### src/rtl/core/sync_length_checksum_deframer_top_assert.svh
// ----------------------------------------------------------------------------
// Assertion macros for the frame parser
// Shared concurrent assertion forms, clocked on clk and held off during reset.
// ----------------------------------------------------------------------------
`ifndef SYNC_LENGTH_CHECKSUM_DEFRAMER_TOP_ASSERT_SVH
`define SYNC_LENGTH_CHECKSUM_DEFRAMER_TOP_ASSERT_SVH

// Consequent must hold in the same cycle as the antecedent.
`define SLCD_ASSERT_NOW(lbl, ante, cons) \
  lbl: assert property (@(posedge clk) disable iff (!rst_n) (ante) |-> (cons)) \
    else $error("slcd assertion failed");

// Consequent must hold in the cycle after the antecedent.
`define SLCD_ASSERT_NEXT(lbl, ante, cons) \
  lbl: assert property (@(posedge clk) disable iff (!rst_n) (ante) |=> (cons)) \
    else $error("slcd assertion failed");

`endif

### src/rtl/core/slcd_pkg.sv
// ----------------------------------------------------------------------------
// Frame parser package
// Types and fixed constants shared by the frame parser modules.
// ----------------------------------------------------------------------------
package slcd_pkg;

  // Sync pair that opens every frame.
  localparam logic [7:0] SYNC_FIRST  = 8'hB5;
  localparam logic [7:0] SYNC_SECOND = 8'h62;

  // Payload length limit after reset.
  localparam logic [15:0] MAX_LEN_RESET = 16'd1024;

  // Result status codes.
  typedef enum logic [1:0] {
    ST_PAYLOAD  = 2'd0,
    ST_GOOD     = 2'd1,
    ST_BAD_SUM  = 2'd2,
    ST_TOO_LONG = 2'd3
  } status_t;

  // Parser phases, one-hot.
  typedef enum logic [8:0] {
    PH_HUNT1   = 9'b000000001,
    PH_HUNT2   = 9'b000000010,
    PH_CLASS   = 9'b000000100,
    PH_ID      = 9'b000001000,
    PH_LEN_LO  = 9'b000010000,
    PH_LEN_HI  = 9'b000100000,
    PH_PAYLOAD = 9'b001000000,
    PH_CK_A    = 9'b010000000,
    PH_CK_B    = 9'b100000000
  } phase_t;

  // Result of one byte, handed from the parser to the output register.
  typedef struct packed {
    logic        emit;
    status_t     status;
    logic [7:0]  data;
    logic [7:0]  frame_class;
    logic [7:0]  frame_id;
    logic [15:0] frame_length;
  } result_t;

endpackage

### src/rtl/core/slcd_if.sv
// ----------------------------------------------------------------------------
// Frame parser channel interfaces
// Valid/ready channels for the byte input, the result output and the limit.
// ----------------------------------------------------------------------------
interface slcd_in_if;
  logic       valid;
  logic       ready;
  logic [7:0] in_byte;

  modport source (output valid, output in_byte, input ready);
  modport sink (input valid, input in_byte, output ready);
endinterface

interface slcd_out_if;
  logic        valid;
  logic        ready;
  logic [1:0]  status;
  logic [7:0]  out_byte;
  logic [7:0]  frame_class;
  logic [7:0]  frame_id;
  logic [15:0] frame_length;

  modport source (output valid, output status, output out_byte, output frame_class,
                  output frame_id, output frame_length, input ready);
  modport sink (input valid, input status, input out_byte, input frame_class,
                input frame_id, input frame_length, output ready);
endinterface

interface slcd_cfg_if;
  logic        valid;
  logic        ready;
  logic [15:0] data;

  modport source (output valid, output data, input ready);
  modport sink (input valid, input data, output ready);
endinterface

### src/rtl/core/slcd_parser.sv
// ----------------------------------------------------------------------------
// Frame parser state machine
// Tracks sync, header, payload and checksum phases and the Fletcher sums, and
// produces the result of the current byte combinationally.
// ----------------------------------------------------------------------------
`include "sync_length_checksum_deframer_top_assert.svh"

module slcd_parser (
  input  logic                 clk,
  input  logic                 rst_n,
  input  logic                 adv_i,
  input  logic [7:0]           byte_i,
  input  logic [15:0]          max_len_i,
  output slcd_pkg::result_t    res_o
);

  slcd_pkg::phase_t phase_r, phase_nxt;
  logic [7:0]  class_r, class_nxt;
  logic [7:0]  id_r, id_nxt;
  logic [15:0] len_r, len_nxt;
  logic [15:0] cnt_r, cnt_nxt;
  logic [7:0]  sum_a_r, sum_a_nxt;
  logic [7:0]  sum_b_r, sum_b_nxt;
  logic [7:0]  rx_a_r, rx_a_nxt;
  logic [15:0] cnt_inc;
  logic [7:0]  sa_add;
  logic [7:0]  sb_add;

  // Running sums with the current byte folded in.
  assign cnt_inc = cnt_r + 16'd1;
  assign sa_add  = sum_a_r + byte_i;
  assign sb_add  = sum_b_r + sa_add;

  // Next state and result for the current byte.
  always_comb begin
    phase_nxt  = phase_r;
    class_nxt  = class_r;
    id_nxt     = id_r;
    len_nxt    = len_r;
    cnt_nxt    = cnt_r;
    sum_a_nxt  = sum_a_r;
    sum_b_nxt  = sum_b_r;
    rx_a_nxt   = rx_a_r;
    res_o.emit   = 1'b0;
    res_o.status = slcd_pkg::ST_PAYLOAD;
    res_o.data   = 8'd0;
    unique case (phase_r)
      slcd_pkg::PH_HUNT2: begin
        if (byte_i == slcd_pkg::SYNC_SECOND) begin
          sum_a_nxt = 8'd0;
          sum_b_nxt = 8'd0;
          phase_nxt = slcd_pkg::PH_CLASS;
        end else if (byte_i != slcd_pkg::SYNC_FIRST) begin
          phase_nxt = slcd_pkg::PH_HUNT1;
        end
      end
      slcd_pkg::PH_CLASS: begin
        class_nxt = byte_i;
        sum_a_nxt = sa_add;
        sum_b_nxt = sb_add;
        phase_nxt = slcd_pkg::PH_ID;
      end
      slcd_pkg::PH_ID: begin
        id_nxt    = byte_i;
        sum_a_nxt = sa_add;
        sum_b_nxt = sb_add;
        phase_nxt = slcd_pkg::PH_LEN_LO;
      end
      slcd_pkg::PH_LEN_LO: begin
        len_nxt   = {8'd0, byte_i};
        sum_a_nxt = sa_add;
        sum_b_nxt = sb_add;
        phase_nxt = slcd_pkg::PH_LEN_HI;
      end
      slcd_pkg::PH_LEN_HI: begin
        len_nxt   = {byte_i, len_r[7:0]};
        sum_a_nxt = sa_add;
        sum_b_nxt = sb_add;
        cnt_nxt   = 16'd0;
        if (len_nxt > max_len_i) begin
          phase_nxt    = slcd_pkg::PH_HUNT1;
          res_o.emit   = 1'b1;
          res_o.status = slcd_pkg::ST_TOO_LONG;
        end else if (len_nxt == 16'd0) begin
          phase_nxt = slcd_pkg::PH_CK_A;
        end else begin
          phase_nxt = slcd_pkg::PH_PAYLOAD;
        end
      end
      slcd_pkg::PH_PAYLOAD: begin
        sum_a_nxt = sa_add;
        sum_b_nxt = sb_add;
        cnt_nxt   = cnt_inc;
        if (cnt_inc >= len_r) begin
          phase_nxt = slcd_pkg::PH_CK_A;
        end
        res_o.emit   = 1'b1;
        res_o.status = slcd_pkg::ST_PAYLOAD;
        res_o.data   = byte_i;
      end
      slcd_pkg::PH_CK_A: begin
        rx_a_nxt  = byte_i;
        phase_nxt = slcd_pkg::PH_CK_B;
      end
      slcd_pkg::PH_CK_B: begin
        phase_nxt  = slcd_pkg::PH_HUNT1;
        res_o.emit = 1'b1;
        if ((rx_a_r == sum_a_r) && (byte_i == sum_b_r)) begin
          res_o.status = slcd_pkg::ST_GOOD;
        end else begin
          res_o.status = slcd_pkg::ST_BAD_SUM;
        end
      end
      default: begin
        // Hunting for the first sync byte, also any unexpected phase code.
        phase_nxt = (byte_i == slcd_pkg::SYNC_FIRST) ? slcd_pkg::PH_HUNT2
                                                       : slcd_pkg::PH_HUNT1;
      end
    endcase
    res_o.frame_class  = class_nxt;
    res_o.frame_id     = id_nxt;
    res_o.frame_length = len_nxt;
  end

  // State registers advance once per accepted byte.
  always_ff @(posedge clk) begin
    if (!rst_n) begin
      phase_r <= slcd_pkg::PH_HUNT1;
      class_r <= 8'd0;
      id_r    <= 8'd0;
      len_r   <= 16'd0;
      cnt_r   <= 16'd0;
      sum_a_r <= 8'd0;
      sum_b_r <= 8'd0;
      rx_a_r  <= 8'd0;
    end else if (adv_i) begin
      phase_r <= phase_nxt;
      class_r <= class_nxt;
      id_r    <= id_nxt;
      len_r   <= len_nxt;
      cnt_r   <= cnt_nxt;
      sum_a_r <= sum_a_nxt;
      sum_b_r <= sum_b_nxt;
      rx_a_r  <= rx_a_nxt;
    end
  end

  // Payload results come only from the payload phase.
  `SLCD_ASSERT_NOW(a_payload_phase, res_o.emit && (res_o.status == slcd_pkg::ST_PAYLOAD), phase_r == slcd_pkg::PH_PAYLOAD)
  // A rejected length really exceeds the limit.
  `SLCD_ASSERT_NOW(a_too_long_len, res_o.emit && (res_o.status == slcd_pkg::ST_TOO_LONG), len_nxt > max_len_i)
  // The last payload byte leads to the first checksum byte.
  `SLCD_ASSERT_NEXT(a_payload_end, adv_i && (phase_r == slcd_pkg::PH_PAYLOAD) && (cnt_inc >= len_r), phase_r == slcd_pkg::PH_CK_A)
  // The second checksum byte always returns to the hunt.
  `SLCD_ASSERT_NEXT(a_ck_b_done, adv_i && (phase_r == slcd_pkg::PH_CK_B), phase_r == slcd_pkg::PH_HUNT1)

endmodule

### src/rtl/core/sync_length_checksum_deframer_top.sv
// A result is presented in the cycle after the byte that causes it is transferred.
// Throughput: one byte per cycle; the single output register is reloaded in the
// cycle it is taken, so the input stalls only while a result waits unaccepted.
// Reset (rst_n low, synchronous) returns the parser to the sync hunt, empties the
// output register and sets the payload length limit to 1024.
// ----------------------------------------------------------------------------
// Frame parser top level
// Finds sync-framed packets in a byte stream, passes payload bytes out and
// reports a good, bad-checksum or too-long status per frame.
// ----------------------------------------------------------------------------
module sync_length_checksum_deframer_top (
  input  logic           clk,
  input  logic           rst_n,
  slcd_in_if.sink        in_ch,
  slcd_out_if.source     out_ch,
  slcd_cfg_if.sink       cfg_ch
);

  logic              in_fire;
  logic              out_valid_r;
  logic [15:0]       max_len_r;
  slcd_pkg::result_t res;
  slcd_pkg::result_t res_r;

  // Input is taken whenever the output register is free or being emptied.
  assign in_ch.ready = !out_valid_r || out_ch.ready;
  assign in_fire     = in_ch.valid && in_ch.ready;

  // Limit register, always writable.
  assign cfg_ch.ready = 1'b1;

  always_ff @(posedge clk) begin
    if (!rst_n) begin
      max_len_r <= slcd_pkg::MAX_LEN_RESET;
    end else if (cfg_ch.valid) begin
      max_len_r <= cfg_ch.data;
    end
  end

  slcd_parser u_parser (
    .clk       (clk),
    .rst_n     (rst_n),
    .adv_i     (in_fire),
    .byte_i    (in_ch.in_byte),
    .max_len_i (max_len_r),
    .res_o     (res)
  );

  // Output register: valid flag under reset, payload loaded on a result.
  always_ff @(posedge clk) begin
    if (!rst_n) begin
      out_valid_r <= 1'b0;
    end else if (in_fire) begin
      out_valid_r <= res.emit;
    end else if (out_ch.ready) begin
      out_valid_r <= 1'b0;
    end
  end

  always_ff @(posedge clk) begin
    if (in_fire && res.emit) begin
      res_r <= res;
    end
  end

  assign out_ch.valid        = out_valid_r;
  assign out_ch.status       = res_r.status;
  assign out_ch.out_byte     = res_r.data;
  assign out_ch.frame_class  = res_r.frame_class;
  assign out_ch.frame_id     = res_r.frame_id;
  assign out_ch.frame_length = res_r.frame_length;

endmodule
### src/flat_wrapper.sv
// flat-port wrapper written by rule: the top's interface ports become plain ports
module sync_length_checksum_deframer_top_flat 
  (clk, rst_n, in_ch_valid, in_ch_in_byte, in_ch_ready, out_ch_valid, out_ch_status, out_ch_out_byte, out_ch_frame_class, out_ch_frame_id, out_ch_frame_length, out_ch_ready, cfg_ch_valid, cfg_ch_data, cfg_ch_ready);
  slcd_in_if in_ch_i ();
  slcd_out_if out_ch_i ();
  slcd_cfg_if cfg_ch_i ();
  input  logic clk;
  input  logic rst_n;
  input wire logic [$bits(in_ch_i.valid)-1:0] in_ch_valid;
  input wire logic [$bits(in_ch_i.in_byte)-1:0] in_ch_in_byte;
  output wire logic [$bits(in_ch_i.ready)-1:0] in_ch_ready;
  output wire logic [$bits(out_ch_i.valid)-1:0] out_ch_valid;
  output wire logic [$bits(out_ch_i.status)-1:0] out_ch_status;
  output wire logic [$bits(out_ch_i.out_byte)-1:0] out_ch_out_byte;
  output wire logic [$bits(out_ch_i.frame_class)-1:0] out_ch_frame_class;
  output wire logic [$bits(out_ch_i.frame_id)-1:0] out_ch_frame_id;
  output wire logic [$bits(out_ch_i.frame_length)-1:0] out_ch_frame_length;
  input wire logic [$bits(out_ch_i.ready)-1:0] out_ch_ready;
  input wire logic [$bits(cfg_ch_i.valid)-1:0] cfg_ch_valid;
  input wire logic [$bits(cfg_ch_i.data)-1:0] cfg_ch_data;
  output wire logic [$bits(cfg_ch_i.ready)-1:0] cfg_ch_ready;
  assign in_ch_i.valid = in_ch_valid;
  assign in_ch_i.in_byte = in_ch_in_byte;
  assign in_ch_ready = in_ch_i.ready;
  assign out_ch_valid = out_ch_i.valid;
  assign out_ch_status = out_ch_i.status;
  assign out_ch_out_byte = out_ch_i.out_byte;
  assign out_ch_frame_class = out_ch_i.frame_class;
  assign out_ch_frame_id = out_ch_i.frame_id;
  assign out_ch_frame_length = out_ch_i.frame_length;
  assign out_ch_i.ready = out_ch_ready;
  assign cfg_ch_i.valid = cfg_ch_valid;
  assign cfg_ch_i.data = cfg_ch_data;
  assign cfg_ch_ready = cfg_ch_i.ready;
  sync_length_checksum_deframer_top u_core (.clk(clk), .rst_n(rst_n), .in_ch(in_ch_i), .out_ch(out_ch_i), .cfg_ch(cfg_ch_i));
endmodule
### config.mk
export PLATFORM = sky130hd
export DESIGN_NAME = sync_length_checksum_deframer_top_flat
export DESIGN_NICKNAME = d
export VERILOG_FILES = /design/src/rtl/core/slcd_pkg.sv /design/src/rtl/core/slcd_if.sv /design/src/rtl/core/slcd_parser.sv /design/src/rtl/core/sync_length_checksum_deframer_top.sv /design/src/flat_wrapper.sv
export VERILOG_INCLUDE_DIRS = /design/src /design/src/rtl/core
export SDC_FILE = /design/constraint.sdc
export NUM_CORES = 1
export LEC_CHECK = 0
export BUFFER_PORTS_ARGS = -buffer_cell sky130_fd_sc_hd__clkbuf_2
export CORE_ASPECT_RATIO = 0.8
export CORE_MARGIN = 4
export CORE_UTILIZATION = 40
export DETAILED_ROUTE_END_ITERATION = 16
export GPL_TIMING_DRIVEN = 0
export SETUP_SLACK_MARGIN = 0.4
export SYNTH_ARGS = -nofsm -noshare
export SYNTH_HDL_FRONTEND = slang
export SYNTH_SLANG_ARGS = --single-unit
export TNS_END_PERCENT = 10
### constraint.sdc
create_clock -name clk -period 4.4 [get_ports clk]
set_input_delay 0.88 -clock clk [delete_from_list [all_inputs] [get_ports clk]]
set_output_delay 0.88 -clock clk [all_outputs]
set_load 0.01 [all_outputs]
==> out/metrics.csv, run 1 <==
stage,metric,value,unit
setup_path,Setup crit end kind,flop,
cells_and_area,area taken by multi-input logic gates,3870,um^2
min_path,worst min path class,flop to flop,
global_routing,via count of the first global-routing pass,5422,
power,Internal Dissipation,2.14,mW
cts,cts bufs inserted,17,
placed_design,placement-stage cell area,8100,um^2
power,cell area power density,332,nW/um^2
power,part of the total power dissipated in sequential elements,46.8,%
global_routing,all-layer global routing usage,18.1,%
setup_path,"Arr. time, crit path",4.05,ns
synth,post-synthesis register bit count,140,
cells_and_area,final-stage net count,956,
synth,predominant post-synthesis flop cell,sky130_fd_sc_hd__dfxtp_1,
floorplanning,core region area,18200,um^2
synth,async set or reset register ratio after synthesis,0,%
power,peak supply drop,0.257,mV
cells_and_area,Syn-to-layout area delta,16.6,%
cells_and_area,fraction of final layout cells with drive strength greater than 1,18.0,%
routing,antenna-violating nets left,0,
floorplanning,die footprint,20800,um^2
routing,number of search-and-repair iterations in the first detailed-routing pass,5,
power,sw frac,25.6,%
synth,cell count after synthesis,785,
sta,RSZ-0062 raised after global routing,yes,
global_routing,GR Overflow Total,0,
power,Gate power share,6.7,%
routing,via total after detailed routing,5906,
floorplanning,row count,44,
cts,Clock Tree Root,sky130_fd_sc_hd__clkbuf_16,
setup_path,Critical Setup Path Class,input port to flop,
synth,Syn Std Cell Area,7430,um^2
cells_and_area,fill cell count,1758,
cts,number of buffers on the longest clock path,2,
cells_and_area,highest-count cells in the layout ignoring fill and taps,"sky130_fd_sc_hd__nor2_1 (105), sky130_fd_sc_hd__dfxtp_1 (98), sky130_fd_sc_hd__clkbuf_2 (71), sky130_fd_sc_hd__nand2_1 (50), sky130_fd_sc_hd__ha_1 (47)",
sta,pin slew with the least headroom to its limit,0.853,ns
global_routing,number of antenna violations at the first check in global routing,1,
outcome,result of the run,"finished, final reports clean",
routing,DRC violations left,0,
floorplanning,starting density of the core,40.9,%
setup_path,worst endpoint required time,4.72,ns
cts,CTS tree,done,
setup_path,Max Fanout on Critical Path,9,
global_routing,met1 track demand over resource in global routing,26.6,%
power,reported net switching power,0.737,mW
synth,top post-synthesis cells by area,"sky130_fd_sc_hd__dfxtp_1 (26%), sky130_fd_sc_hd__edfxtp_1 (17%), sky130_fd_sc_hd__ha_1 (7.9%)",
floorplanning,overall die height,130,um
power,static power due to leakage,3.46,nW
sta,minimum clock period after layout,3.72,ns
cts,worst skew pair latency,0.43,ns
routing,Iter 0 DRT Violations,436,
sta,clock skew,0.0110,ns
sta,highest clock rate,268,MHz
routing,vias per inst,5.27,
global_routing,met2 global-route usage,25.6,%
sta,post-route clock period utilization,84.7,%
placed_design,HPWL after detailed placement,13.3,mm
routing,final wirelength,18.4,mm
cells_and_area,sequential cell area,3220,um^2
power,Clock power frac,46.5,%
synth,post-synthesis sequential area ratio,43.4,%
synth,largest area contributor in the synthesized netlist,sky130_fd_sc_hd__dfxtp_1,
cells_and_area,"Core Util, Final",47.7,%
placed_design,Placer Congestion,0.848,
cells_and_area,antenna cells,0,
global_routing,grt peak-use layer,met1,
cts,count of H-tree levels built during CTS,4,
sta,final setup violation count,0,
sta,Final Hold Fails,0,
setup_path,Startpoint Class,input port,
placed_design,number of input and output port buffers inserted,71,
synth,area share of the largest cell type after synthesis,26.4,%
flow_run,Max-cap violations,0,
routing,post-DR wirelength/cell,16.4,um
sta,remaining max-slew budget at the tightest pin,43.1,%
synth,syn nets,863,
synth,Yosys cell types,72,
cts,# clock sinks,140,
sta,pins over their slew limit,0,
floorplanning,IO Pins,74,
synth,Post-Synthesis Mean Instance Area,9.46,um^2
cts,clock edge transition at the registers on the reported setup and hold paths,0.07,ns
cells_and_area,finished layout cell area,8660,um^2
global_routing,maximum number of pins on one net before global-route repair,32,
power,overall power after layout,2.88,mW
synth,yosys warns,0,
global_routing,met3 Track Usage GR,5.53,%
floorplanning,Die X-Extent,160,um
cells_and_area,"commonest non-fill, non-tap cell in the layout",sky130_fd_sc_hd__nor2_1,
global_routing,wire length of the first global-routing pass,29.6,mm
synth,"EDFF count, synth",42,
## critical path, stage by stage
cell                         delay [ns]
sky130_fd_sc_hd__clkbuf_2          0.13
sky130_fd_sc_hd__clkbuf_4          0.26
sky130_fd_sc_hd__clkinvlp_4        0.18
sky130_fd_sc_hd__fa_1              0.47
sky130_fd_sc_hd__nor2b_1           0.11
sky130_fd_sc_hd__o21ai_0           0.11
sky130_fd_sc_hd__a21boi_1          0.21
sky130_fd_sc_hd__nor2_1            0.10
sky130_fd_sc_hd__ha_1              0.35
sky130_fd_sc_hd__nand3_1           0.11
sky130_fd_sc_hd__o211ai_1          0.13
sky130_fd_sc_hd__o41ai_1           0.36
sky130_fd_sc_hd__xor2_1            0.14
sky130_fd_sc_hd__and3_1            0.20
sky130_fd_sc_hd__o31a_1            0.28
## through the flow
step | std cells | hold WS, ns | setup slack [ns] | TNS (ns)
6_report | 1121 | 0.456 | 0.675 | 0
5_1_grt | 1121 | 0.471 | 0.399 | 0
4_1_cts | 1119 | 0.455 | 0.500 | 0
3_5_place_dp | 1087 | 0.446 | 0.0566 | 0
3_3_place_gp | 1086 | 0.444 | -0.189 | -7.76
2_1_floorplan | 785 | 0.433 | 0.803 | 0
## path summary, 6_finish.rpt
kind / start / endpoint / slack (ns) / depth (start not counted)
min: u_core.u_parser.id_r[5] / u_core.u_parser.id_r[5] / 0.46 / 2
min reg2reg: u_core.u_parser.id_r[5] / u_core.u_parser.id_r[5] / 0.46 / 2
max: in_ch_in_byte[1] / u_core.u_parser.sum_b_r[7] / 0.68 / 15
max reg2reg: u_core.u_parser.cnt_r[2] / u_core.u_parser.phase_r[6] / 0.71 / 13
## per-layer routing
metal	part of all wire, %	vias to the layer above	wire (um)
met4	1.3	0	248
met3	7.2	22	1340
li1	-	2974	-
met5	0	-	0
met2	40	172	7440
met1	51	2738	9410
## sequential cells by signal, summed over array words and instances, names as in the netlist, 9 cells and up
register and flops:
u_core.u_parser.len_r 16, u_core.u_parser.cnt_r 16, u_core.max_len_r 16, u_core.u_parser.phase_r 9, u_core.out_ch.frame_length 16
## cells in the mapped netlist, drive strengths merged (10+ instances only)
cell	number
nand4	11
nor2	107
a22oi	20
nor3	16
a21o	10
clkbuf	32
buf	11
a21oi	39
o21ai	34
mux2i	26
nand3	27
dfxtp	98
edfxtp	42
mux2	24
ha	47
and2	10
nand2	50
xor2	14
inv	42
xnor2	30
## timing repair
item                                    4_1_cts  5_1_grt
resized for setup                             0        3
buffers inserted                              0        2
hold buffers                                  0        0
endpoints found under the setup margin        0        2
## power groups by stage
stage	logic, mW	registers [mW]	clock network, mW
after floorplan	0.126	1.37	0
after global placement	0.189	1.37	0
after detailed placement	0.189	1.37	0
after CTS	0.191	1.35	1.36
after global routing	0.216	1.35	1.41
final	0.192	1.35	1.34
## area by class of cell
cell class,instances,share of cell area (%)
tap,230,3.32
multi-input combinational,560,44.6
inverter,42,1.86
timing repair buffer,74,4.51
clock buffer,18,4.95
clock inverter,14,1.31
sequential,140,37.2
buffer,43,2.18
## cell families after synthesis
group | share of synthesized area, %
DFF | 43.4
buffers and inverters | 4.63
and+or+nand+nor | 18.3
AOI/OAI and AO/OA | 12.8
muxes | 7.19
xor gates and xnor gates | 5.19
other | 0.0505
adders and majority gates | 8.46
No activity file was read; power rests on OpenSTA's default activity.
==> run 2: changes to the inputs <==
--- a/config.mk
+++ b/config.mk
@@ -6,6 +6,7 @@
 export SDC_FILE = /design/constraint.sdc
 export NUM_CORES = 1
 export LEC_CHECK = 0
+export ABC_AREA = 1
 export BUFFER_PORTS_ARGS = -buffer_cell sky130_fd_sc_hd__clkbuf_2
 export CORE_ASPECT_RATIO = 0.8
 export CORE_MARGIN = 4
==> constraint.sdc (replaced) <==
create_clock -name clk -period 3.8 [get_ports clk]
set_input_delay 0.76 -clock clk [delete_from_list [all_inputs] [get_ports clk]]
set_output_delay 0.76 -clock clk [all_outputs]
set_load 0.01 [all_outputs]
==> run 2 against run 1 <==
Against the previous run: final cell count up 17%; core utilization increased by 0.80 points; critical path type is now flop to flop; clock power is 28% higher; sequential share of layout area shrank 1.0 points; area after synthesis is 1.9% higher.
==> out/metrics.csv, run 2 <==
stage,metric,value,unit
global_routing,wire length of the first global-routing pass,31.0,mm
synth,"EDFF count, synth",42,
setup_path,count of cells along the worst register-to-register path,19,
synth,area share of the largest cell type after synthesis,25.9,%
routing,final wirelength,19.4,mm
routing,via total after detailed routing,6496,
setup_path,"Arr. time, crit path",3.50,ns
synth,top post-synthesis cells by area,"sky130_fd_sc_hd__dfxtp_1 (26%), sky130_fd_sc_hd__edfxtp_1 (17%), sky130_fd_sc_hd__nand2_1 (8.4%)",
floorplanning,overall die height,131,um
placed_design,number of input and output port buffers inserted,72,
cts,clock edge transition at the registers on the reported setup and hold paths,0.06,ns
cells_and_area,antenna cells,0,
synth,post-synthesis register bit count,140,
cells_and_area,"Core Util, Final",48.5,%
min_path,worst min path class,flop to flop,
synth,Syn Std Cell Area,7570,um^2
routing,DRC violations left,0,
synth,predominant post-synthesis flop cell,sky130_fd_sc_hd__dfxtp_1,
cells_and_area,Syn-to-layout area delta,17.8,%
power,peak supply drop,0.267,mV
global_routing,maximum number of pins on one net before global-route repair,43,
cts,Clock Tree Root,sky130_fd_sc_hd__clkbuf_16,
sta,RSZ-0062 raised after global routing,yes,
min_path,worst hold path stage count,2,
cts,cts bufs inserted,17,
sta,clock skew,0.00873,ns
synth,post-synthesis sequential area ratio,42.6,%
cells_and_area,final-stage net count,1128,
floorplanning,Die X-Extent,162,um
setup_path,largest incremental delay on the critical path,0.38,ns
cells_and_area,"commonest non-fill, non-tap cell in the layout",sky130_fd_sc_hd__nand2_1,
power,overall power after layout,3.71,mW
floorplanning,die footprint,21200,um^2
routing,Iter 0 DRT Violations,518,
setup_path,Startpoint Class,flop,
power,static power due to leakage,3.98,nW
sta,pins over their slew limit,0,
global_routing,via count of the first global-routing pass,5999,
routing,number of search-and-repair iterations in the first detailed-routing pass,6,
synth,yosys warns,0,
outcome,result of the run,"finished, final reports clean",
sta,pin slew with the least headroom to its limit,0.914,ns
global_routing,GR Overflow Total,0,
cts,count of H-tree levels built during CTS,4,
synth,cell with the most instances after synthesis,sky130_fd_sc_hd__nand2_1,
cts,worst skew pair latency,0.43,ns
synth,cell count after synthesis,955,
floorplanning,IO Pins,74,
sta,final setup violation count,0,
cells_and_area,fraction of final layout cells with drive strength greater than 1,17.3,%
sta,Final Hold Fails,0,
synth,Yosys cell types,46,
setup_path,slowest cell on the critical path,sky130_fd_sc_hd__dfxtp_2,
synth,largest area contributor in the synthesized netlist,sky130_fd_sc_hd__dfxtp_1,
placed_design,HPWL after detailed placement,14.1,mm
setup_path,Max Fanout on Critical Path,10,
floorplanning,row count,44,
cells_and_area,highest-count cells in the layout ignoring fill and taps,"sky130_fd_sc_hd__nand2_1 (169), sky130_fd_sc_hd__inv_1 (117), sky130_fd_sc_hd__dfxtp_1 (97), sky130_fd_sc_hd__a21oi_1 (89), sky130_fd_sc_hd__o21ai_0 (88)",
synth,Post-Synthesis Mean Instance Area,7.93,um^2
cells_and_area,finished layout cell area,8910,um^2
routing,post-DR wirelength/cell,14.8,um
placed_design,placement-stage cell area,8250,um^2
power,cell area power density,416,nW/um^2
routing,vias per inst,4.94,
sta,Hold Worst Slack,0.463,ns
sta,minimum clock period after layout,3.14,ns
synth,list of most frequent post-synthesis cells,"sky130_fd_sc_hd__nand2_1 (169), sky130_fd_sc_hd__inv_1 (118), sky130_fd_sc_hd__dfxtp_1 (98), sky130_fd_sc_hd__a21oi_1 (89)",
global_routing,all-layer global routing usage,18.6,%
synth,async set or reset register ratio after synthesis,0,%
synth,syn nets,1033,
setup_path,worst endpoint required time,4.16,ns
global_routing,number of antenna violations at the first check in global routing,0,
cells_and_area,fill cell count,1860,
cts,hold_buf cts,0,
floorplanning,core region area,18400,um^2
setup_path,cell seen most often among critical-path stages,sky130_fd_sc_hd__nand2_1,
cts,CTS tree,done,
sta,highest clock rate,319,MHz
sta,post-route clock period utilization,82.5,%
floorplanning,starting density of the core,41.2,%
sta,remaining max-slew budget at the tightest pin,39.0,%
placed_design,Placer Congestion,0.935,
cts,number of buffers on the longest clock path,2,
cts,# clock sinks,140,
setup_path,worst-path cell chain,ha_1 > nand2_1 > nor2_4 > nand3_4 > nor4_4 > nand3_1 > and2_1 > ha_1 > nand2_1 > inv_1 > nand3_1 > nor2_2 > nand3_1 > nand4_1 > nand3_4 > buf_4 > nand2_1 > nand2_1 > nor2_1,
setup_path,Critical Setup Path Class,flop to flop,
flow_run,Max-cap violations,0,
setup_path,Setup crit end kind,flop,
routing,antenna-violating nets left,0,
-- run 2: cell count changes after synthesis, sizes merged, moves of 8 or more --
cell    previous run  this run
mux2              24         0
nor2             107        96
a22oi             20         0
mux2i             26         0
a211oi             9         0
and3               9         1
clkbuf            32        23
xnor2             30        18
a22o               8         0
a21oi             39       100
inv               42       130
nand2             50       189
o21ai             34        90
nand2b             9         0
-- run 2: final cells by class --
class | count | area [um^2] | share of cell area [%]
buffer | 32 | 148 | 1.66
clock buffer | 20 | 457 | 5.12
clock inverter | 11 | 144 | 1.61
inverter | 132 | 500 | 5.61
multi-input combinational | 651 | 3730 | 41.9
sequential | 140 | 3220 | 36.2
tap | 253 | 317 | 3.55
timing repair buffer | 76 | 390 | 4.38
-- run 2: final timing paths --
check,start,end,slack (ns)
setup reg to reg,u_core.u_parser.cnt_r[0],u_core.u_parser.phase_r[2],0.66
hold / removal,u_core.max_len_r[4],u_core.max_len_r[4],0.46
hold reg to reg,u_core.max_len_r[4],u_core.max_len_r[4],0.46
setup / recovery,u_core.u_parser.cnt_r[0],u_core.u_parser.phase_r[2],0.66
-- run 2: cells by family after synthesis --
family	after synthesis	synth area share, %
AOI/OAI and AO/OA	207	14.8
xor gates and xnor gates	29	3.36
adders and majority gates	49	8.30
buffers and inverters	164	8.51
DFF	140	42.6
other	1	0.0495
and+or+nand+nor	365	22.4
-- run 2: what timing repair did --
item	in CTS	in global routing
gates resized for setup	0	8
setup buffers	0	4
setup endpoints to repair	0	11
-- run 2: layer usage --
layer	part of all wire (%)	vias up	track usage (%)
met5	0	-	0
met4	1.6	0	6.46
met3	6.2	27	3.73
met2	42	188	28.2
met1	50	2937	26.5
li1	-	3344	-
-- run 2: report_power, final --
group          switching (mW)  internal, mW  total [mW]
Combinational           0.250         0.129       0.379
Clock                   0.655          1.06        1.71
Sequential             0.0276          1.59        1.61
Total                   0.932          2.77        3.71
-- run 2: worst max-delay path, delay by kind of cell (launching register included) --
| kind | cells | cell delay [ns] |
|---|---|---|
| simple gates | 15 | 1.94 |
| fa+ha+maj | 2 | 0.47 |
| flops | 1 | 0.38 |
| buf+inv | 2 | 0.31 |
-- run 2: per-stage QoR --
step                      setup slack (ns)  instances  setup TNS, ns
after floorplan                      0.794        955              0
after global placement             -0.0936       1280          -3.86
after detailed placement            0.0263       1280              0
after CTS                            0.474       1311              0
after global routing                 0.333       1315              0
final                                0.665       1315              0
